===== config.mk =====
export PLATFORM = sky130hd
export DESIGN_NAME = circular_fifo_queue
export DESIGN_NICKNAME = d
export VERILOG_FILES = /design/src/hw/rtl/cfq_pkg.sv /design/src/hw/rtl/circular_fifo_queue.sv /design/src/hw/rtl/cfq_rem.sv /design/src/hw/rtl/cfq_dp.sv /design/src/hw/rtl/cfq_ctrl.sv
export SDC_FILE = /design/constraint.sdc
export NUM_CORES = 1
export LEC_CHECK = 0
export BUFFER_PORTS_ARGS = -buffer_cell sky130_fd_sc_hd__buf_2
export CAP_MARGIN = 20
export CORE_UTILIZATION = 50
export CTS_BUF_LIST = sky130_fd_sc_hd__clkbuf_8
export CTS_CLUSTER_SIZE = 25
export DETAILED_ROUTE_END_ITERATION = 12
export GPL_TIMING_DRIVEN = 0
export PLACE_DENSITY = 0.66
export SYNTH_ARGS = -nofsm -noshare
export SYNTH_HDL_FRONTEND = slang
export SYNTH_SLANG_ARGS = --single-unit
export TNS_END_PERCENT = 20

===== constraint.sdc =====
create_clock -name clk -period 3.4 [get_ports clk]
set_input_delay 0.51 -clock clk [delete_from_list [all_inputs] [get_ports clk]]
set_output_delay 0.51 -clock clk [all_outputs]
set_load 0.01 [all_outputs]

===== src/hw/rtl/cfq_pkg.sv =====
// Shared constants, types and handshake structs of the circular FIFO queue.
package cfq_pkg;

  localparam int DEPTH   = 64;
  localparam int DATA_W  = 8;
  localparam int ADDR_W  = $clog2(DEPTH);
  localparam int CNT_W   = ADDR_W + 1;
  localparam int OFF_W   = 6;
  localparam int SUM_W   = ADDR_W + 1;
  localparam int REM_CW  = $clog2(SUM_W + 1);

  typedef enum logic [1:0] {
    FUNC_PUSH  = 2'd0,
    FUNC_POP   = 2'd1,
    FUNC_PEEK  = 2'd2,
    FUNC_CLEAR = 2'd3
  } func_t;

  typedef enum logic [1:0] {
    ST_IDLE,
    ST_EXEC,
    ST_DIV,
    ST_RESP
  } state_t;

  // Commands from the controller to the datapath.
  typedef struct packed {
    logic latch;
    logic exec;
    logic peek_rd;
    logic resp;
  } cfq_cmd_t;

  // Status from the datapath to the controller.
  typedef struct packed {
    func_t func;
    logic  rem_done;
  } cfq_sts_t;

endpackage


===== src/hw/rtl/circular_fifo_queue.sv =====
// Circular FIFO queue: one word in, one result word out, with push, pop, peek and clear.
// Each word passes the execute state, a pop then a response state and a peek the
// remainder wait and a response state; the result strobe comes in the cycle after
// the last of them, and the next word is accepted then. A peek waits on the bit-serial
// remainder unit (7 steps, then a done strobe) and then on the registered store read.
// Reset (synchronous, active low) empties the queue, sets the size to 64 and makes all
// entries read as zero; results are never held off by the receiver.
module circular_fifo_queue import cfq_pkg::*; (
  input  logic              clk,
  input  logic              rst_n,
  // Input word: accepted when start is high and busy is low.
  input  logic              start,
  output logic              busy,
  input  logic [1:0]        in_func,
  input  logic [DATA_W-1:0] in_data_in,
  input  logic [OFF_W-1:0]  in_offset,
  // Queue size register; any write also empties the queue.
  input  logic              cfg_wr_en,
  input  logic [CNT_W-1:0]  cfg_wr_data,
  // Result word: valid for exactly one cycle.
  output logic              out_valid,
  output logic [DATA_W-1:0] out_data_out,
  output logic              out_status,
  output logic [CNT_W-1:0]  out_fill_count
);

  cfq_cmd_t cmd;
  cfq_sts_t sts;

  // The controller sequences each operation: an execute state for every word,
  // then for a pop a response state after the store read, and for a peek a wait
  // on the remainder unit before the read is issued.
  cfq_ctrl u_ctrl (
    .clk   (clk),
    .rst_n (rst_n),
    .start (start),
    .sts   (sts),
    .cmd   (cmd),
    .busy  (busy)
  );

  // The datapath holds the pointers, the fill count, the entry store with its
  // per-entry written flags, and the result registers. The result registers
  // decouple the output strobe from the next accepted word.
  cfq_dp u_dp (
    .clk            (clk),
    .rst_n          (rst_n),
    .cmd            (cmd),
    .sts            (sts),
    .in_func        (in_func),
    .in_data_in     (in_data_in),
    .in_offset      (in_offset),
    .cfg_wr_en      (cfg_wr_en),
    .cfg_wr_data    (cfg_wr_data),
    .out_valid      (out_valid),
    .out_data_out   (out_data_out),
    .out_status     (out_status),
    .out_fill_count (out_fill_count)
  );

endmodule


===== src/hw/rtl/cfq_rem.sv =====
// Bit-serial restoring remainder unit used to wrap the peek index.
module cfq_rem import cfq_pkg::*; (
  input  logic              clk,
  input  logic              rst_n,
  input  logic              start,
  input  logic [SUM_W-1:0]  dividend,
  input  logic [CNT_W-1:0]  divisor,
  output logic              done,
  output logic [ADDR_W-1:0] rem
);

  logic              busy_r, busy_nxt;
  logic              done_r, done_nxt;
  logic [REM_CW-1:0] cnt_r, cnt_nxt;
  logic [SUM_W-1:0]  dvd_r, dvd_nxt;
  logic [ADDR_W-1:0] rem_r, rem_nxt;
  logic [CNT_W-1:0]  shifted;
  logic [CNT_W-1:0]  diff;
  logic              ge;

  // One dividend bit is brought in per cycle, most significant first.
  assign shifted = {rem_r, dvd_r[SUM_W-1]};
  assign ge      = (shifted >= divisor);
  assign diff    = shifted - divisor;

  always_comb begin
    busy_nxt = busy_r;
    done_nxt = 1'b0;
    cnt_nxt  = cnt_r;
    dvd_nxt  = dvd_r;
    rem_nxt  = rem_r;
    if (start) begin
      busy_nxt = 1'b1;
      cnt_nxt  = REM_CW'(SUM_W);
      dvd_nxt  = dividend;
      rem_nxt  = '0;
    end else if (busy_r) begin
      rem_nxt = ge ? diff[ADDR_W-1:0] : shifted[ADDR_W-1:0];
      dvd_nxt = {dvd_r[SUM_W-2:0], 1'b0};
      cnt_nxt = cnt_r - REM_CW'(1);
      if (cnt_r == REM_CW'(1)) begin
        busy_nxt = 1'b0;
        done_nxt = 1'b1;
      end
    end
  end

  always_ff @(posedge clk) begin
    if (!rst_n) begin
      busy_r <= 1'b0;
      done_r <= 1'b0;
      cnt_r  <= '0;
    end else begin
      busy_r <= busy_nxt;
      done_r <= done_nxt;
      cnt_r  <= cnt_nxt;
    end
  end

  always_ff @(posedge clk) begin
    dvd_r <= dvd_nxt;
    rem_r <= rem_nxt;
  end

  assign done = done_r;
  assign rem  = rem_r;

endmodule


===== src/hw/rtl/cfq_dp.sv =====
// Datapath of the circular FIFO queue: pointers, fill count, entry store and result registers.
module cfq_dp import cfq_pkg::*; (
  input  logic              clk,
  input  logic              rst_n,
  input  cfq_cmd_t          cmd,
  output cfq_sts_t          sts,
  input  logic [1:0]        in_func,
  input  logic [DATA_W-1:0] in_data_in,
  input  logic [OFF_W-1:0]  in_offset,
  input  logic              cfg_wr_en,
  input  logic [CNT_W-1:0]  cfg_wr_data,
  output logic              out_valid,
  output logic [DATA_W-1:0] out_data_out,
  output logic              out_status,
  output logic [CNT_W-1:0]  out_fill_count
);

  func_t             func_r;
  logic [DATA_W-1:0] din_r;
  logic [OFF_W-1:0]  off_r;

  logic [CNT_W-1:0]  size_r, size_nxt;
  logic [ADDR_W-1:0] head_r, head_nxt;
  logic [ADDR_W-1:0] tail_r, tail_nxt;
  logic [CNT_W-1:0]  count_r, count_nxt;

  logic [DATA_W-1:0] mem [DEPTH];
  logic [DEPTH-1:0]  vld_r;
  logic [DATA_W-1:0] rd_data_r;
  logic              rd_hit_r;

  logic              out_valid_r;
  logic [DATA_W-1:0] out_data_r, out_data_nxt;
  logic              out_status_r, out_status_nxt;
  logic [CNT_W-1:0]  out_fill_r;

  logic              full, empty;
  logic [CNT_W-1:0]  head_inc, tail_inc;
  logic [ADDR_W-1:0] head_wrap, tail_wrap;
  logic              do_push, do_pop, do_clear, load_imm, load_out;
  logic              rd_en;
  logic [ADDR_W-1:0] rd_addr;
  logic [CNT_W-1:0]  cfg_size;
  logic [SUM_W-1:0]  peek_sum;
  logic              rem_done;
  logic [ADDR_W-1:0] rem_q;

  always_ff @(posedge clk) begin
    if (cmd.latch) begin
      func_r <= func_t'(in_func);
      din_r  <= in_data_in;
      off_r  <= in_offset;
    end
  end

  assign full  = (count_r >= size_r);
  assign empty = (count_r == '0);

  assign head_inc  = {1'b0, head_r} + CNT_W'(1);
  assign tail_inc  = {1'b0, tail_r} + CNT_W'(1);
  assign head_wrap = (head_inc == size_r) ? '0 : head_inc[ADDR_W-1:0];
  assign tail_wrap = (tail_inc == size_r) ? '0 : tail_inc[ADDR_W-1:0];

  assign do_push  = cmd.exec && (func_r == FUNC_PUSH) && !full;
  assign do_pop   = cmd.exec && (func_r == FUNC_POP) && !empty;
  assign do_clear = cmd.exec && (func_r == FUNC_CLEAR);
  assign load_imm = cmd.exec && ((func_r == FUNC_PUSH) || (func_r == FUNC_CLEAR));
  assign load_out = load_imm || cmd.resp;

  assign rd_en   = do_pop || cmd.peek_rd;
  assign rd_addr = cmd.peek_rd ? rem_q : head_r;

  // A size of zero acts as one; sizes above the store depth saturate.
  always_comb begin
    if (cfg_wr_data == '0) begin
      cfg_size = CNT_W'(1);
    end else if (cfg_wr_data > CNT_W'(DEPTH)) begin
      cfg_size = CNT_W'(DEPTH);
    end else begin
      cfg_size = cfg_wr_data;
    end
  end

  always_comb begin
    size_nxt  = size_r;
    head_nxt  = head_r;
    tail_nxt  = tail_r;
    count_nxt = count_r;
    if (cfg_wr_en) begin
      size_nxt  = cfg_size;
      head_nxt  = '0;
      tail_nxt  = '0;
      count_nxt = '0;
    end else if (do_clear) begin
      head_nxt  = '0;
      tail_nxt  = '0;
      count_nxt = '0;
    end else if (do_push) begin
      tail_nxt  = tail_wrap;
      count_nxt = count_r + CNT_W'(1);
    end else if (do_pop) begin
      head_nxt  = head_wrap;
      count_nxt = count_r - CNT_W'(1);
    end
  end

  always_ff @(posedge clk) begin
    if (!rst_n) begin
      size_r  <= CNT_W'(DEPTH);
      head_r  <= '0;
      tail_r  <= '0;
      count_r <= '0;
    end else begin
      size_r  <= size_nxt;
      head_r  <= head_nxt;
      tail_r  <= tail_nxt;
      count_r <= count_nxt;
    end
  end

  // The peek index head + offset is wrapped by the remainder unit.
  assign peek_sum = {1'b0, head_r} + SUM_W'(off_r);

  cfq_rem u_rem (
    .clk      (clk),
    .rst_n    (rst_n),
    .start    (cmd.exec && (func_r == FUNC_PEEK)),
    .dividend (peek_sum),
    .divisor  (size_r),
    .done     (rem_done),
    .rem      (rem_q)
  );

  always_ff @(posedge clk) begin
    if (do_push) begin
      mem[tail_r] <= din_r;
    end
    if (rd_en) begin
      rd_data_r <= mem[rd_addr];
    end
    if (cmd.exec || cmd.peek_rd) begin
      rd_hit_r <= rd_en && vld_r[rd_addr];
    end
  end

  // Entries never written since reset read as zero.
  always_ff @(posedge clk) begin
    if (!rst_n) begin
      vld_r <= '0;
    end else if (do_push) begin
      vld_r[tail_r] <= 1'b1;
    end
  end

  assign out_data_nxt   = (cmd.resp && rd_hit_r) ? rd_data_r : '0;
  assign out_status_nxt = load_imm && (func_r == FUNC_PUSH) && full;

  always_ff @(posedge clk) begin
    if (!rst_n) begin
      out_valid_r <= 1'b0;
    end else begin
      out_valid_r <= load_out;
    end
  end

  always_ff @(posedge clk) begin
    if (load_out) begin
      out_data_r   <= out_data_nxt;
      out_status_r <= out_status_nxt;
      out_fill_r   <= count_nxt;
    end
  end

  assign sts.func     = func_r;
  assign sts.rem_done = rem_done;

  assign out_valid      = out_valid_r;
  assign out_data_out   = out_data_r;
  assign out_status     = out_status_r;
  assign out_fill_count = out_fill_r;

endmodule


===== src/hw/rtl/cfq_ctrl.sv =====
// Controller state machine of the circular FIFO queue.
module cfq_ctrl import cfq_pkg::*; (
  input  logic     clk,
  input  logic     rst_n,
  input  logic     start,
  input  cfq_sts_t sts,
  output cfq_cmd_t cmd,
  output logic     busy
);

  state_t state_r, state_nxt;

  always_ff @(posedge clk) begin
    if (!rst_n) begin
      state_r <= ST_IDLE;
    end else begin
      state_r <= state_nxt;
    end
  end

  always_comb begin
    state_nxt = state_r;
    cmd       = '0;
    busy      = (state_r != ST_IDLE);
    unique case (state_r)
      ST_IDLE: begin
        if (start) begin
          cmd.latch = 1'b1;
          state_nxt = ST_EXEC;
        end
      end
      ST_EXEC: begin
        cmd.exec = 1'b1;
        unique case (sts.func)
          FUNC_PUSH, FUNC_CLEAR: state_nxt = ST_IDLE;
          FUNC_POP:              state_nxt = ST_RESP;
          FUNC_PEEK:             state_nxt = ST_DIV;
        endcase
      end
      ST_DIV: begin
        if (sts.rem_done) begin
          cmd.peek_rd = 1'b1;
          state_nxt   = ST_RESP;
        end
      end
      ST_RESP: begin
        cmd.resp  = 1'b1;
        state_nxt = ST_IDLE;
      end
    endcase
  end

endmodule

==> qor.txt, run 1 <==
Yosys reg bits -> 664
global route overflow -> 0
Hold Path Class -> input port to register
WP buf/inv -> 2
Core ar. -> 55420 um^2
DP Area -> 29940 um^2
final core utilization -> 0.5887
Data required, critical path -> 3.97 ns
Site Rows -> 86
slowest library cell on the worst path -> clkbuf_1
R2R Path End -> u_dp.rd_data_r[2]
worst vdd ir -> 0.4416 mV
cell count after synthesis -> 2248
violated checks -> setup timing
r2r worst-path depth -> 9
outcome -> finished with violations
PwrDens -> 509.9 nW/um^2
Reg clk slew, reported paths -> 0.07 ns
layout cells sized above 1 -> 0.1630
Vias/cell -> 6.029
most frequent cells in the layout -> 560 x edfxtp_1, 388 x nand2_1, 164 x nand3_1
Detailed Routing Iterations Pass 1 -> 7
Post-CTS Setup Repair Bufs -> 0
Final WS setup -> -0.1247 ns
Clock Path Buffers -> 3
measured slew at the worst slew-check pin -> 1.144 ns
initial DRC count -> 2391
top cell family by delay on the critical path -> compound AO/OA/AOI/OAI gates
Port Buffer Count -> 43
Clock Sinks -> 664
Die Y -> 239.3 um
Crit Path Category -> register to register
Post-Syn Area per Cell -> 12.53 um^2
# DRC -> 0
fraction of registers with async set or reset after synthesis -> 0
reg2reg setup slack -> -0.12 ns
Area growth, synth to finish -> 15.82%
Hold Crit Start -> cfg_wr_data[6]
crit start category -> register
WL/cell -> 24.71 um
number of global-route vias before repair -> 19550
CTS buffer count -> 103
Netlist Area Pre-Place -> 28170 um^2
Crit. End Element -> register
nets -> 2502
Main synth FF type -> edfxtp_1
largest net degree at the start of global routing -> 27
Post-synth EDFFs -> 560
CP Cell Sequence -> and4b_1 > a21o_1 > buf_4 > clkbuf_1 > a211oi_1 > a311oi_1 > nor4_1 > o22ai_1 > a211o_1
Critical Path AT -> 4.09 ns
CTS HTree Levels -> 3
global-route wire length before repair -> 120300 um
worst relative slew slack -> 0.2276
CTS root buf -> clkbuf_8
final hold viol count -> 0
latest clock arrival within the worst-skew pair -> 0.71 ns
Ys Warns -> 0
Max Cap Viol -> 0
die area -> 57280 um^2
part of the Yosys area used for sequential elements -> 0.6710
crit-path max cell delay -> 0.53 ns
Final Setup Violations -> 87
Final Power -> 16630 uW
most common cell after layout, fill and taps aside -> edfxtp_1
hold_ws -> 0.1302 ns
FILL cells -> 4407
CTS tree -> built
Clock Skews -> 0.02423 ns
die width -> 239.3 um
Synth Net Count -> 2308
initial core utilization -> 0.5083
hpwl dp -> 56280 um
synth unique cells -> 72
Final Max Slew Viols -> 0
period utilization -> 1.037
Total Routed Length -> 81090 um
boundary pin count -> 45
static leakage -> 0.01193 uW
RSZ-0062 raised after global routing -> yes
Final ANT Viol Nets -> 0
crit path max fanout -> 10
crit path time final -> 3.525 ns
pre-CTS setup slack -> -0.3896 ns
GPL Wtd Cong -> 0.9674
Final Instance Area -> 32620 um^2
initial antenna violation count -> 1
vias -> 19790
FMAX -> 283.7 MHz
WHS Endpoint -> u_dp.size_r[6]
GRT Resource Usage Total -> 0.2864
hold depth -> 3
==> how the worst max path moves through the flow <==
stage | start | to | slack (ns) | depth (start not counted)
after floorplan | u_dp.count_r[0] | u_dp.mem[47][0] | 0.45 | 10
after global routing | u_dp.count_r[0] | u_dp.mem[8][2] | -0.26 | 9
after global placement | u_dp.size_r[1] | u_dp.mem[47][4] | -0.64 | 9
after detailed placement | u_dp.count_r[0] | u_dp.mem[36][7] | -0.39 | 9
final | register | u_dp.rd_data_r[2] | -0.12 | 9
after CTS | u_dp.count_r[0] | u_dp.mem[32][0] | -0.40 | 9
==> per-stage QoR <==
step	TNS [ns]	std cells
after detailed placement	-123.58	3066
after global routing	-29.87	3282
after CTS	-112.83	3278
final	-3.287	3282
after floorplan	0	2248
after global placement	-113.79	3039
==> cell usage after synthesis (10+ instances only) <==
cell      count  area share
edfxtp_1    560        0.60
nand2_1     389       0.052
nand3_1     164       0.029
a211oi_1    131       0.035
dfxtp_1     104       0.074
inv_1        94       0.013
nor2_1       91       0.012
mux2i_1      82       0.029
a311oi_1     72       0.022
o21a_1       70       0.019
buf_2        65       0.012
clkbuf_1     55      0.0073
ha_1         31       0.014
o21ai_0      30      0.0053
a21oi_1      23      0.0041
a32oi_1      20      0.0062
and2_1       20      0.0044
nor3_1       19      0.0034
nand2b_1     16      0.0036
nor4_1       16      0.0036
a31oi_1      15      0.0033
buf_1        15      0.0020
o22ai_1      14      0.0031
xnor2_1      13      0.0040
a211o_1      10      0.0031
==> metal layers <==
layer / wire length, um / global-route usage / vias up
met3: 7011 / 0.05405 / 191
li1: - / - / 8848
met4: 3035 / 0.1152 / 0
met1: 33230 / 0.3859 / 9792
met5: 0 / 0 / -
met2: 37820 / 0.4581 / 957
==> logic make-up after synthesis <==
| family | Yosys count | synth area share |
|---|---|---|
| flip-flops | 664 | 0.6710 |
| XOR/XNOR | 18 | 0.005597 |
| adder cells (fa/ha/maj) | 33 | 0.01519 |
| AO/OA/AOI/OAI | 437 | 0.1174 |
| AND/OR/NAND/NOR | 762 | 0.1199 |
| multiplexers | 94 | 0.03456 |
| buffers and inverters | 240 | 0.03643 |
==> flip-flops by register name (all words and copies together), names as in the netlist, 2 cells and up, named ones only <==
| name | flops |
|---|---|
| u_dp.count_r | 7 |
| u_dp.din_r | 8 |
| u_dp.func_r | 2 |
| u_dp.head_r | 6 |
| u_dp.mem | 512 |
| u_dp.off_r | 6 |
| u_dp.out_data_out | 8 |
| u_dp.out_fill_count | 7 |
| u_dp.rd_data_r | 8 |
| u_dp.size_r | 7 |
| u_dp.tail_r | 6 |
| u_dp.u_rem.cnt_r | 3 |
| u_dp.u_rem.dvd_r | 7 |
| u_dp.u_rem.rem | 6 |
| u_dp.vld_r | 64 |
==> worst register-to-register path, stage by stage, from the launching register on <==
cell      delay (ns)
dfxtp_1         0.48
and4b_1         0.42
a21o_1          0.19
buf_4           0.18
clkbuf_1        0.53
a211oi_1        0.19
a311oi_1        0.52
nor4_1          0.15
o22ai_1         0.52
a211o_1         0.21
==> what timing repair did <==
action / 4_1_cts / 5_1_grt
resized for setup: 58 / 43
endpoints found under the setup margin: 550 / 497
pin swaps: 5 / 1
hold buffers: 16 / 0
endpoints found under the hold margin: 16 / 0
==> where the power goes <==
part	internal, uW	switching, uW
combinational	323	487
sequential	8930	125
clock	3530	3240
total	12800	3850
==> cell type report <==
class / instances / area (um^2) / share of cell area
antenna: 1 / 2.502 / 0.00007671
buffer: 145 / 676.9 / 0.02075
clock buffer: 122 / 1679 / 0.05147
clock inverter: 74 / 434.2 / 0.01331
inverter: 95 / 356.6 / 0.01093
multi-input combinational: 1344 / 8641 / 0.2649
sequential: 664 / 18900 / 0.5793
tap: 748 / 935.9 / 0.02869
timing repair buffer: 89 / 997.2 / 0.03057
Note: power is estimated with default switching activity, not from simulation.
==> inputs of run 2 (changes only) <==
- CORE_UTILIZATION: 50 -> 30
- PLACE_DENSITY: 0.66 -> not set
==> run 2 against run 1 <==
Compared with the run above: the run still ends with setup timing left; first-iteration DRC count decreased by 28%; sequential cell count unchanged; register-to-register slack got worse by 0.03 ns.
==> qor.txt, run 2 (same netlist as run 1, synthesis figures left out) <==
R2R Path End -> u_dp.rd_data_r[3]
crit path max fanout -> 10 (unchanged)
CTS root buf -> clkbuf_8
Site Rows -> 112 (+30%)
CTS HTree Levels -> 3 (unchanged)
initial DRC count -> 1712 (-28%)
Crit. End Element -> register
Hold Path Class -> input port to register
die width -> 308.4 um (+29%)
nets -> 2515 (+0.52%)
max reg flops -> 512 (unchanged)
Final ANT Viol Nets -> 0 (unchanged)
initial core utilization -> 0.3022 (-0.2060)
Port Buffer Count -> 43 (unchanged)
GRT Resource Usage Total -> 0.1709 (-0.1155)
number of global-route vias before repair -> 18530 (-5.2%)
Clock Path Buffers -> 3 (unchanged)
FMAX -> 281.6 MHz (-0.73%)
WP depth -> 9 (unchanged)
GPL Wtd Cong -> 0.8911 (-7.9%)
Clock Skews -> 0.05535 ns (+0.03113 ns)
most frequent cells in the layout -> 560 x edfxtp_1, 388 x nand2_1, 164 x nand3_1
CTS tree -> built
boundary pin count -> 45 (unchanged)
Final WS setup -> -0.1506 ns (-0.02591 ns)
Die Y -> 308.4 um (+29%)
WL/cell -> 21.54 um (-13%)
RR Startpoint -> u_ctrl.state_r[0]
initial antenna violation count -> 1 (unchanged)
Reg clk slew, reported paths -> 0.06 ns (about the same)
die area -> 95120 um^2 (+66%)
CP Launch Point -> u_ctrl.state_r[0]
most common cell after layout, fill and taps aside -> edfxtp_1
CP endpoint -> u_dp.rd_data_r[3]
crit path time final -> 3.551 ns (+0.02591 ns)
Crit Path Category -> register to register
global route overflow -> 0 (unchanged)
worst relative slew slack -> 0.2805 (+0.05288)
hold_ws -> 0.1250 ns (-0.005203 ns)
Largest regs -> u_dp.mem: 512 flops, u_dp.vld_r: 64 flops
Final Instance Area -> 33250 um^2 (+1.9%)
pre-CTS setup slack -> -0.4505 ns (-0.06087 ns)
RSZ-0062 raised after global routing -> yes
WP buf/inv -> 2 (unchanged)
most flop-heavy register -> u_dp.mem
final hold viol count -> 0 (unchanged)
Core ar. -> 93190 um^2 (+68%)
hpwl dp -> 58110 um (+3.2%)
period utilization -> 1.044 (+0.007620)
Data required, critical path -> 3.97 ns (about the same)
Critical Path AT -> 4.12 ns (+0.03 ns)
PwrDens -> 486.8 nW/um^2 (-4.5%)
Final Setup Violations -> 5 (-94%)
measured slew at the worst slew-check pin -> 1.079 ns (-0.06479 ns)
DP Area -> 30640 um^2 (+2.3%)
Detailed Routing Iterations Pass 1 -> 5 (-2)
layout cells sized above 1 -> 0.1562 (-0.006872)
Final Power -> 16180 uW (-2.7%)
static leakage -> 0.01198 uW (+0.41%)
crit start category -> register
outcome -> finished with violations
# DRC -> 0 (unchanged)
worst vdd ir -> 0.3021 mV (-32%)
global-route wire length before repair -> 120900 um (+0.55%)
Area growth, synth to finish -> 18.04%
Max Cap Viol -> 0 (unchanged)
vias -> 19340 (-2.3%)
Clock Sinks -> 664 (unchanged)
CTS buffer count -> 104 (+0.97%)
slowest library cell on the worst path -> a311oi_1
Total Routed Length -> 81800 um (+0.87%)
latest clock arrival within the worst-skew pair -> 0.73 ns (+0.02 ns)
Final Max Slew Viols -> 0 (unchanged)
largest net degree at the start of global routing -> 29 (+7.4%)
crit-path max cell delay -> 0.53 ns (about the same)
CP Cell Sequence -> and4b_1 > a21oi_2 > buf_2 > clkbuf_1 > nand2_1 > a311oi_1 > nor4_1 > o22ai_1 > a211o_1
top cell family by delay on the critical path -> compound AO/OA/AOI/OAI gates
violated checks -> setup timing
reg2reg setup slack -> -0.15 ns (-0.03 ns)
r2r worst-path depth -> 9 (unchanged)
Vias/cell -> 5.093 (-16%)
[run 2: final cells by class]
type / instances / area [um^2]
well taps: 1254 / 1569
inverters: 95 / 356.6
clock buffers: 108 / 1486
plain buffers: 144 / 679.4
multi-input cells: 1344 / 8681
fillers: 9006 / 59940
flip-flops and latches: 664 / 18900
clock inverters: 85 / 430.4
repair buffers: 102 / 1142
diodes: 1 / 2.502
[run 2: what timing repair did]
item / CTS / global route
endpoints found under the setup margin: 486 / 343
hold buffers: 16 / 0
resized for setup: 59 / 48
pin swaps: 6 / 1
hold endpoints to repair: 16 / 0
setup buffers: 7 / 0
[run 2: how the worst min path moves through the flow]
stage	startpoint	to	slack, ns	cells after the start
after floorplan	u_dp.vld_r[49]	u_dp.vld_r[49]	0.43	1
after CTS	cfg_wr_data[6]	u_dp.size_r[6]	0.07	3
after global routing	cfg_wr_en	u_dp.size_r[0]	0.12	3
after detailed placement	u_dp.vld_r[13]	u_dp.vld_r[13]	0.45	1
final	cfg_wr_data[6]	u_dp.size_r[6]	0.12	3
after global placement	u_dp.vld_r[13]	u_dp.vld_r[13]	0.44	1
[run 2: per-layer routing]
layer	global-route usage	share of wire	vias to the layer above	wire length (um)
met5	0	0	-	0
met4	0.06329	0.032	0	2615
met3	0.02515	0.077	142	6259
met2	0.2682	0.46	756	37530
met1	0.2386	0.43	9573	35390
li1	-	-	8869	-
[run 2: worst reg2reg max path, stage by stage, from the launching register on]
cell and delay, ns:
dfxtp_1 0.48, and4b_1 0.32, a21oi_2 0.23, buf_2 0.39
clkbuf_1 0.45, nand2_1 0.10, a311oi_1 0.53, nor4_1 0.19
o22ai_1 0.45, a211o_1 0.26
[run 2: power by group]
part	total, uW	internal, uW	leakage [uW]	switching, uW
clock network	6310	3110	0.00117	3200
registers	9070	8930	0.00589	139
logic	804	331	0.00492	474
total	16200	12400	0.0120	3810
[run 2: metrics by stage]
stage                     std cells    util  setup TNS [ns]
final                          3797  0.3568         -0.2286
after floorplan                2248       -               0
after global placement         3545  0.3214         -131.78
after detailed placement       3575  0.3288          -82.54
after global routing           3796  0.3567          -4.036
after CTS                      3790  0.3541          -65.75
